$ cat src/hw/rtl/rbsi_pkg.sv
package rbsi_pkg;

  localparam int FieldBits = 32;
  localparam int LimitBits = 31;
  localparam int SatBits   = 48;

  typedef enum logic [1:0] {
    STATUS_MISS    = 2'd0,
    STATUS_HIT     = 2'd1,
    STATUS_INVALID = 2'd2
  } status_t;

  typedef enum logic [0:0] {
    MODE_LOAD = 1'b0,
    MODE_TEST = 1'b1
  } mode_t;

  typedef struct packed {
    logic                        mode;
    logic signed [FieldBits-1:0] first_x;
    logic signed [FieldBits-1:0] first_y;
    logic signed [FieldBits-1:0] first_z;
    logic signed [FieldBits-1:0] second_x;
    logic signed [FieldBits-1:0] second_y;
    logic signed [FieldBits-1:0] second_z;
    logic [LimitBits-1:0]        limit;
  } item_t;

  typedef struct packed {
    logic [1:0]           status;
    logic [LimitBits-1:0] t_enter;
  } result_t;

endpackage

$ cat src/hw/rtl/rbsi_item_if.sv
interface rbsi_item_if;
  import rbsi_pkg::*;
  logic  valid;
  logic  ready;
  item_t data;
  modport source (output valid, output data, input ready);
  modport sink (input valid, input data, output ready);
endinterface

$ cat src/hw/rtl/rbsi_result_if.sv
interface rbsi_result_if;
  import rbsi_pkg::*;
  logic    valid;
  logic    ready;
  result_t data;
  modport source (output valid, output data, input ready);
  modport sink (input valid, input data, output ready);
endinterface

$ cat src/hw/rtl/rbsi_queue.sv
module rbsi_queue #(
  parameter int WIDTH = 8
) (
  input  logic             clk,
  input  logic             rst,
  input  logic             in_valid,
  output logic             in_ready,
  input  logic [WIDTH-1:0] in_data,
  output logic             out_valid,
  input  logic             out_ready,
  output logic [WIDTH-1:0] out_data
);
  // Two-entry queue between the front and back ends.
  logic [WIDTH-1:0] slot [2];
  logic             rd_ptr;
  logic             wr_ptr;
  logic [1:0]       count;
  logic             push;
  logic             pop;

  assign in_ready  = (count != 2'd2);
  assign out_valid = (count != 2'd0);
  assign out_data  = slot[rd_ptr];
  assign push      = in_valid && in_ready;
  assign pop       = out_valid && out_ready;

  always_ff @(posedge clk) begin
    if (push) slot[wr_ptr] <= in_data;
    if (rst) begin
      rd_ptr <= 1'b0;
      wr_ptr <= 1'b0;
      count  <= 2'd0;
    end else begin
      if (push) wr_ptr <= ~wr_ptr;
      if (pop) rd_ptr <= ~rd_ptr;
      count <= count + {1'b0, push} - {1'b0, pop};
    end
  end
endmodule

$ cat src/hw/rtl/rbsi_divider.sv
module rbsi_divider #(
  parameter int NUM_BITS = 33,
  parameter int DEN_BITS = 32,
  parameter int FRAC_BITS = 16
) (
  input  logic                clk,
  input  logic                rst,
  input  logic                start,
  input  logic [NUM_BITS-1:0] num_mag,
  input  logic [DEN_BITS-1:0] den_mag,
  output logic                done,
  output logic [NUM_BITS+FRAC_BITS-1:0] quot,
  output logic                rem_nz
);
  // Radix-2 restoring divider of (num << FRAC_BITS) / den, one bit a cycle.
  localparam int QBITS = NUM_BITS + FRAC_BITS;
  localparam int CBITS = $clog2(QBITS + 1);

  logic [QBITS-1:0]  dividend;
  logic [DEN_BITS:0] rem;
  logic [DEN_BITS-1:0] den;
  logic [CBITS-1:0]  count;
  logic              busy;
  logic [DEN_BITS:0] shifted;
  logic [DEN_BITS:0] diff;

  assign shifted = {rem[DEN_BITS-1:0], dividend[QBITS-1]};
  assign diff    = shifted - {1'b0, den};
  assign rem_nz  = (rem != '0);

  always_ff @(posedge clk) begin
    if (rst) begin
      busy <= 1'b0;
      done <= 1'b0;
    end else begin
      done <= 1'b0;
      if (start) begin
        busy     <= 1'b1;
        dividend <= {num_mag, {FRAC_BITS{1'b0}}};
        den      <= den_mag;
        rem      <= '0;
        quot     <= '0;
        count    <= CBITS'(QBITS);
      end else if (busy) begin
        dividend <= {dividend[QBITS-2:0], 1'b0};
        if (!diff[DEN_BITS]) begin
          rem  <= diff;
          quot <= {quot[QBITS-2:0], 1'b1};
        end else begin
          rem  <= shifted;
          quot <= {quot[QBITS-2:0], 1'b0};
        end
        count <= count - 1'b1;
        if (count == CBITS'(1)) begin
          busy <= 1'b0;
          done <= 1'b1;
        end
      end
    end
  end
endmodule

$ cat src/hw/rtl/rbsi_back.sv
module rbsi_back #(
  parameter int COORD_BITS = 32,
  parameter int FRACTION_BITS = 16
) (
  input  logic                 clk,
  input  logic                 rst,
  input  logic                 in_valid,
  output logic                 in_ready,
  input  rbsi_pkg::item_t      in_data,
  rbsi_result_if.source        res
);
  import rbsi_pkg::*;

  localparam int CW = (COORD_BITS < FieldBits) ? COORD_BITS : FieldBits;
  localparam int NB = CW + 1;
  localparam int QB = NB + FRACTION_BITS;
  localparam int WB = (QB > SatBits) ? QB + 1 : SatBits + 1;
  localparam logic signed [WB-1:0] SatMax = WB'((64'sd1 <<< (SatBits - 1)) - 1);
  localparam logic signed [WB-1:0] SatMin = -WB'(64'sd1 <<< (SatBits - 1));

  typedef enum logic [5:0] {
    S_IDLE  = 6'b000001,
    S_CHECK = 6'b000010,
    S_AXIS  = 6'b000100,
    S_WAIT  = 6'b001000,
    S_MERGE = 6'b010000,
    S_OUT   = 6'b100000
  } state_t;

  state_t state;
  logic signed [CW-1:0] org [3];
  logic signed [CW-1:0] dir [3];
  logic [LimitBits-1:0] lim;
  logic signed [CW-1:0] lo [3];
  logic signed [CW-1:0] hi [3];
  logic [1:0]           axis;
  logic                 second;
  logic signed [WB-1:0] t_min;
  logic signed [WB-1:0] t_max;
  logic signed [WB-1:0] p_val;
  logic [1:0]           status;
  logic [LimitBits-1:0] t_out;

  logic signed [NB-1:0] num;
  logic signed [CW-1:0] den_s;
  logic [NB-1:0]        num_mag;
  logic [CW-1:0]        den_mag;
  logic                 neg;
  logic                 num_zero;
  logic                 start;
  logic                 done;
  logic [QB-1:0]        quot;
  logic                 rem_nz;
  logic signed [WB-1:0] slab;
  logic signed [WB-1:0] q_mag;
  logic signed [WB-1:0] p_lo;
  logic signed [WB-1:0] p_hi;
  logic                 bad_box;

  function automatic logic signed [CW-1:0] coord(input logic [FieldBits-1:0] v);
    return CW'(v);
  endfunction

  always_comb begin
    num      = second ? (NB'(hi[axis]) - NB'(org[axis])) : (NB'(lo[axis]) - NB'(org[axis]));
    den_s    = dir[axis];
    num_mag  = num[NB-1] ? NB'(-num) : num;
    den_mag  = den_s[CW-1] ? CW'(-den_s) : den_s;
    num_zero = (num == '0);
    neg      = num[NB-1] ^ den_s[CW-1];
    q_mag    = WB'({1'b0, quot});
    if (num_zero) slab = '0;
    else if (!neg) slab = (q_mag > SatMax) ? SatMax : q_mag;
    else begin
      slab = -(q_mag + WB'(rem_nz));
      if (slab < SatMin) slab = SatMin;
    end
    p_lo = (p_val < slab) ? p_val : slab;
    p_hi = (p_val < slab) ? slab : p_val;
    bad_box = (lo[0] > hi[0]) || (lo[1] > hi[1]) || (lo[2] > hi[2]);
  end

  assign start    = (state == S_AXIS) && (axis != 2'd3) && (dir[axis] != '0);
  assign in_ready = (state == S_IDLE);
  assign res.valid = (state == S_OUT);
  assign res.data  = '{status: status, t_enter: t_out};

  rbsi_divider #(.NUM_BITS(NB), .DEN_BITS(CW), .FRAC_BITS(FRACTION_BITS)) u_div (
    .clk(clk), .rst(rst), .start(start), .num_mag(num_mag), .den_mag(den_mag),
    .done(done), .quot(quot), .rem_nz(rem_nz)
  );

  always_ff @(posedge clk) begin
    if (rst) begin
      state <= S_IDLE;
      for (int i = 0; i < 3; i++) begin
        org[i] <= '0;
        dir[i] <= '0;
      end
      lim <= '0;
    end else begin
      case (state)
        S_IDLE: if (in_valid) begin
          if (in_data.mode == MODE_LOAD) begin
            org[0] <= coord(in_data.first_x);
            org[1] <= coord(in_data.first_y);
            org[2] <= coord(in_data.first_z);
            dir[0] <= coord(in_data.second_x);
            dir[1] <= coord(in_data.second_y);
            dir[2] <= coord(in_data.second_z);
            lim    <= in_data.limit;
          end else begin
            lo[0] <= coord(in_data.first_x);
            lo[1] <= coord(in_data.first_y);
            lo[2] <= coord(in_data.first_z);
            hi[0] <= coord(in_data.second_x);
            hi[1] <= coord(in_data.second_y);
            hi[2] <= coord(in_data.second_z);
            state <= S_CHECK;
          end
        end
        S_CHECK: begin
          status <= STATUS_INVALID;
          t_out  <= '0;
          t_min  <= '0;
          t_max  <= WB'(lim);
          axis   <= 2'd0;
          second <= 1'b0;
          if ((dir[0] == '0 && dir[1] == '0 && dir[2] == '0) || bad_box) state <= S_OUT;
          else state <= S_AXIS;
        end
        S_AXIS: begin
          if (axis == 2'd3) begin
            status <= STATUS_HIT;
            t_out  <= LimitBits'(t_min);
            state  <= S_OUT;
          end else if (dir[axis] == '0) begin
            if (org[axis] < lo[axis] || org[axis] > hi[axis]) begin
              status <= STATUS_MISS;
              state  <= S_OUT;
            end else axis <= axis + 2'd1;
          end else state <= S_WAIT;
        end
        S_WAIT: if (done) begin
          if (!second) begin
            p_val  <= slab;
            second <= 1'b1;
            state  <= S_AXIS;
          end else state <= S_MERGE;
        end
        S_MERGE: begin
          second <= 1'b0;
          if (((p_lo > t_min) ? p_lo : t_min) > ((p_hi < t_max) ? p_hi : t_max)) begin
            status <= STATUS_MISS;
            state  <= S_OUT;
          end else begin
            if (p_lo > t_min) t_min <= p_lo;
            if (p_hi < t_max) t_max <= p_hi;
            axis  <= axis + 2'd1;
            state <= S_AXIS;
          end
        end
        S_OUT: if (res.ready) state <= S_IDLE;
        default: state <= S_IDLE;
      endcase
    end
  end
endmodule

$ cat src/hw/rtl/ray_box_slab_intersect.sv
// Ray against axis-aligned box, slab test in signed fixed point.
// Channel in carries items: mode 0 loads ray origin, direction and limit
// and gives no result; mode 1 tests a box and gives one result beat on out.
// Results leave in the order their items were accepted.
// A two-entry queue sits behind the input port, so up to two items are
// taken while the back end is busy. The back end works one item at a time.
// A test works each axis with nonzero direction by two divisions on the one
// shared radix-2 divider and one merge step.
// When out stalls, the result is held and the back end waits; the queue
// keeps taking items until full.
// Reset clears the stored ray to zero, so tests report invalid until a load.
module ray_box_slab_intersect #(
  parameter int COORD_BITS = 32,
  parameter int FRACTION_BITS = 16
) (
  input logic           clk,
  input logic           rst,
  rbsi_item_if.sink     in,
  rbsi_result_if.source out
);
  import rbsi_pkg::*;

  logic  q_valid;
  logic  q_ready;
  item_t q_data;

  rbsi_queue #(.WIDTH($bits(item_t))) u_queue (
    .clk(clk), .rst(rst),
    .in_valid(in.valid), .in_ready(in.ready), .in_data(in.data),
    .out_valid(q_valid), .out_ready(q_ready), .out_data(q_data)
  );

  rbsi_back #(.COORD_BITS(COORD_BITS), .FRACTION_BITS(FRACTION_BITS)) u_back (
    .clk(clk), .rst(rst),
    .in_valid(q_valid), .in_ready(q_ready), .in_data(q_data),
    .res(out)
  );

  a_status: assert property (@(posedge clk) disable iff (rst)
    out.valid |-> (out.data.status != 2'd3))
    else $error("reserved status code");
  a_tzero: assert property (@(posedge clk) disable iff (rst)
    (out.valid && out.data.status != STATUS_HIT) |-> (out.data.t_enter == '0))
    else $error("t_enter nonzero without hit");
  a_hold: assert property (@(posedge clk) disable iff (rst)
    (out.valid && !out.ready) |=> (out.valid && $stable(out.data)))
    else $error("result changed under stall");
endmodule

$ cat src/flat_wrapper.sv
// flat-port wrapper written by rule: the top's interface ports become plain ports
module ray_box_slab_intersect_flat import rbsi_pkg::*;
#(
  parameter int COORD_BITS = 32,
  parameter int FRACTION_BITS = 16
)
  (clk, rst, in_valid, in_data, in_ready, out_valid, out_data, out_ready);
  rbsi_item_if in_i ();
  rbsi_result_if out_i ();
  input logic clk;
  input logic rst;
  input wire logic [$bits(in_i.valid)-1:0] in_valid;
  input wire logic [$bits(in_i.data)-1:0] in_data;
  output wire logic [$bits(in_i.ready)-1:0] in_ready;
  output wire logic [$bits(out_i.valid)-1:0] out_valid;
  output wire logic [$bits(out_i.data)-1:0] out_data;
  input wire logic [$bits(out_i.ready)-1:0] out_ready;
  assign in_i.valid = in_valid;
  assign in_i.data = in_data;
  assign in_ready = in_i.ready;
  assign out_valid = out_i.valid;
  assign out_data = out_i.data;
  assign out_i.ready = out_ready;
  ray_box_slab_intersect #(.COORD_BITS(COORD_BITS), .FRACTION_BITS(FRACTION_BITS)) u_core (.clk(clk), .rst(rst), .in(in_i), .out(out_i));
endmodule
$ cat config.mk
export PLATFORM = sky130hd
export DESIGN_NAME = ray_box_slab_intersect_flat
export DESIGN_NICKNAME = d
export VERILOG_FILES = /design/src/hw/rtl/rbsi_pkg.sv /design/src/hw/rtl/rbsi_item_if.sv /design/src/hw/rtl/rbsi_result_if.sv /design/src/hw/rtl/rbsi_queue.sv /design/src/hw/rtl/rbsi_divider.sv /design/src/hw/rtl/rbsi_back.sv /design/src/hw/rtl/ray_box_slab_intersect.sv /design/src/flat_wrapper.sv
export SDC_FILE = /design/constraint.sdc
export NUM_CORES = 2
export LEC_CHECK = 0
export CAP_MARGIN = 30
export CORE_MARGIN = 2
export CORE_UTILIZATION = 35
export DETAILED_ROUTE_END_ITERATION = 7
export DONT_BUFFER_PORTS = 1
export PLACE_DENSITY = 0.55
export REMOVE_ABC_BUFFERS = 1
export SYNTH_ARGS = -nofsm -noshare
export SYNTH_HDL_FRONTEND = slang
export SYNTH_HIERARCHICAL = 1
export SYNTH_SLANG_ARGS = --single-unit
export TNS_END_PERCENT = 5
$ cat constraint.sdc
create_clock -name clk -period 29.8 [get_ports clk]
set_input_delay 4.47 -clock clk [delete_from_list [all_inputs] [get_ports clk]]
set_output_delay 4.47 -clock clk [all_outputs]
set_load 0.01 [all_outputs]
==> results_dict.tcl <==
set metrics [dict create \
    outcome "complete, no violations" \
    die_width_microns 447 \
    yosysMostFrequentCell "edfxtp_1" \
    max_slew_margin_pct 7.50 \
    vias 45000 \
    seq_area_frac_synth_pct 52.5 \
    setup-tns-final_ns 0 \
    cts_sinks 1217 \
    firstDrtPassIters 8 \
    power_leakage_nw 29.9 \
    multi_input_area_sq_mm 0.0300 \
    routed_wirelength_microns 196000 \
    rsz0062_at_grt "no" \
    grt_max_degree 224 \
    grt_pass1_vias 44800 \
    gp_congestion 0.940 \
    drc_errors 0 \
    syn-cell-area_sq_mm 0.0687 \
    dpl.hpwl_microns 148000 \
    cts_tree "yes" \
    cp_slowest_cell "dfxtp_4" \
    synthToLayoutAreaGrowth_pct 10.9 \
    worst_setup_path_end_kind "flip-flop" \
    die_area_sq_mm 0.200 \
    syn_avg_cell_area_sq_um 11.8 \
    power_frac_comb_pct 36.0 \
    required_ns 30.27 \
    cts_made_buffers 141 \
    maxCapViolCount 0 \
    skew_ns 0.0392 \
    clock_latency_ns 0.80 \
    post-route-min-period_ns 19.33 \
    synth-main-ff-cell "edfxtp_1" \
    grt_use_met3_pct 3.19 \
    cts_setup_buffers 0 \
    grt_util_met2_pct 33.0 \
    ant_nets 0 \
    dp_slack_ns 10.42 \
    vias_per_cell 5.26 \
    final_cells 8553 \
    hold_viol 0 \
    path_class "reg -> reg" \
    grt_usage_pct 19.3 \
    min_from "u_core/u_back/lim[22]$_SDFFE_PP0P_" \
    antenna_found_initial 2 \
    crit_path_start_kind "flip-flop" \
    maxSlewViolCount 0 \
    vdd_ir_drop_max_mv 0.0563 \
    tightestPinTransition_ns 1.39 \
    seqCellArea_sq_mm 0.0361 \
    p_sw_share_pct 35.6 \
    cp_top_family "compound AO/OA/AOI/OAI gates" \
    yosysUniqueCellTypes 95 \
    power_density_mw_per_mm2 81.8 \
    grt_pass1_wl_microns 291000 \
    synth_edf_count 1171 \
    place_inst 8291 \
    ctsHoldBuffers 0 \
    critPathMaxFanout 50 \
    arrival_ns 19.80 \
    clockBufferDepth 3 \
    use_met1_pct 24.6 \
    whs_path_depth 1 \
    synth_area_leaders "edfxtp_1, ha_1, mux2_4, mux2i_1, a21oi_1" \
    min_to "u_core/u_back/lim[22]$_SDFFE_PP0P_" \
    fp.coreArea_sq_mm 0.195 \
    top_usage_layer "met2" \
    total_power_mw 6.23 \
    intPower_mw 4.01 \
    layout.nets 6542 \
    reg2reg_depth 60 \
    syn_inst 5831 \
    io_buffer_count 0 \
    drtIter0Drc 3432 \
    fin_ws_ns 10.47 \
    drive_gt1_share_pct 11.5 \
    synth-warning-count 6 \
    max_stage_delay_ns 0.92 \
    htreeDepth 4 \
    max_freq_mhz 51.7 \
    r2r_end "u_core/u_back/t_min[32]$_SDFFCE_PP0P_" \
    clkPwrFrac_pct 27.7 \
    initial_core_util_pct 35.2 \
    ys_seq_elements 1217 \
    worst-r2r-setup-slack_ns 10.47 \
    die_y_microns 447 \
    yosys.area.top_type "edfxtp_1" \
    crit_buf_inv 8 \
    switchingPower_mw 2.22 \
    async_flop_share_pct 0 \
    clk_pin_slew_ns 0.06 \
    setup_viol 0 \
    pin_count 263 \
    synth_commonest_cells "edfxtp_1, ha_1, inv_1" \
    p_seq_share_pct 36.3 \
    cts-root-buf "clkbuf_16" \
    post_cts_resized 0 \
    fin_crit_sh_pct 64.9 \
    grt_overflow 0 \
    hold_path.class "reg -> reg" \
    critPathMostFrequentCell "a21o_1" \
    routedWlPerCell_microns 22.9 \
    synth.top_cell.area_share_pct 51.2 \
    placementRows 162 \
    fillers 18800 \
]
-- stage by stage --
| step | hold WS, ns | utilization (%) | area, sq um |
|---|---|---|---|
| 4_1_cts | 0.483 | 39.0 | 76100 |
| 3_3_place_gp | 0.467 | 36.6 | 71400 |
| 3_5_place_dp | 0.464 | 36.7 | 71500 |
| 2_1_floorplan | 0.445 | - | 67600 |
| 5_1_grt | 0.501 | 39.1 | 76200 |
| 6_report | 0.480 | 39.1 | 76200 |
-- kinds of logic after synthesis --
logic type,Yosys count,share of synthesized area [%]
AO/OA/AOI/OAI,1203,11.2
adder cells (fa/ha/maj),502,9.18
multiplexers,554,9.63
XOR/XNOR,173,2.21
AND/OR/NAND/NOR,1536,11.3
flip-flops,1217,52.5
buffers and inverters,646,3.94
-- cell usage in the layout (no fill, tap or decap), types with 72 or more instances in the layout --
cell,netlist,routed
mux2i_1,230,230
xor2_1,78,77
nor2b_1,92,92
nand3_1,73,73
nor2_1,375,369
nor3_1,81,79
a21o_1,133,133
mux2_4,176,176
clkbuf_16,0,142
mux2_2,145,145
nand2_1,336,336
xnor2_1,95,93
o21a_1,72,72
a21oi_1,353,353
edfxtp_1,1171,1171
inv_1,417,415
and2_1,236,235
nand4_1,112,112
o21ai_0,248,248
ha_1,499,499
-- area by class of cell --
class                   count  share of cell area (%)
inverters                 422                    2.09
well taps                2624                    4.31
clock buffers             177                    4.93
multi-input cells        3968                    39.4
flip-flops and latches   1217                    47.4
diodes                      2                 0.00657
clock inverters            81                    1.14
repair buffers             62                   0.759
-- power groups by stage --
| stage | Combinational, mW | Sequential, mW | Clock [mW] |
|---|---|---|---|
| 2_1_floorplan | 1.67 | 2.35 | 0 |
| 3_3_place_gp | 2.22 | 2.30 | 0 |
| 3_5_place_dp | 2.24 | 2.30 | 0 |
| 4_1_cts | 2.25 | 2.26 | 1.77 |
| 5_1_grt | 2.46 | 2.28 | 1.84 |
| 6_report | 2.25 | 2.26 | 1.72 |
-- sequential cells by signal, indices dropped and copies added (netlist names), 31 cells and up, named ones only --
| name | count |
|---|---|
| u_core/u_back/u_div/dividend | 33 |
| u_core/u_back/u_div/rem | 33 |
| u_core/u_queue/slot | 448 |
| u_core/u_back/u_div/den | 32 |
| u_core/u_back/lo | 96 |
| u_core/u_back/t_min | 50 |
| u_core/u_back/dir | 96 |
| u_core/u_back/t_out | 31 |
| u_core/u_back/lim | 31 |
| u_core/u_back/u_div/quot | 49 |
| u_core/u_back/hi | 96 |
| u_core/u_back/org | 96 |
| u_core/u_back/p_val | 50 |
| u_core/u_back/t_max | 50 |
-- metal layers --
| layer | share of wire (%) | vias to the layer above |
|---|---|---|
| met2 | 49 | 1096 |
| met5 | 0.0087 | - |
| met4 | 3.5 | 2 |
| met1 | 43 | 22100 |
| li1 | - | 21500 |
| met3 | 4.6 | 275 |
-- worst max-delay path by stage --
stage | startpoint | endpoint | slack [ns] | depth (start not counted)
after CTS | flip-flop | u_core/u_back/t_min[25]$_SDFFCE_PP0P_ | 10.41 | 59
final | flip-flop | u_core/u_back/t_min[32]$_SDFFCE_PP0P_ | 10.47 | 60
after global placement | flip-flop | u_core/u_back/t_min[33]$_SDFFCE_PP0P_ | 9.64 | 55
after global routing | flip-flop | u_core/u_back/t_min[32]$_SDFFCE_PP0P_ | 9.47 | 60
after floorplan | flip-flop | u_core/u_back/t_max[0]$_DFFE_PP_ | -0.99 | 53
after detailed placement | flip-flop | u_core/u_back/t_min[24]$_SDFFCE_PP0P_ | 10.42 | 59
Note: power is estimated with default switching activity, not from simulation.
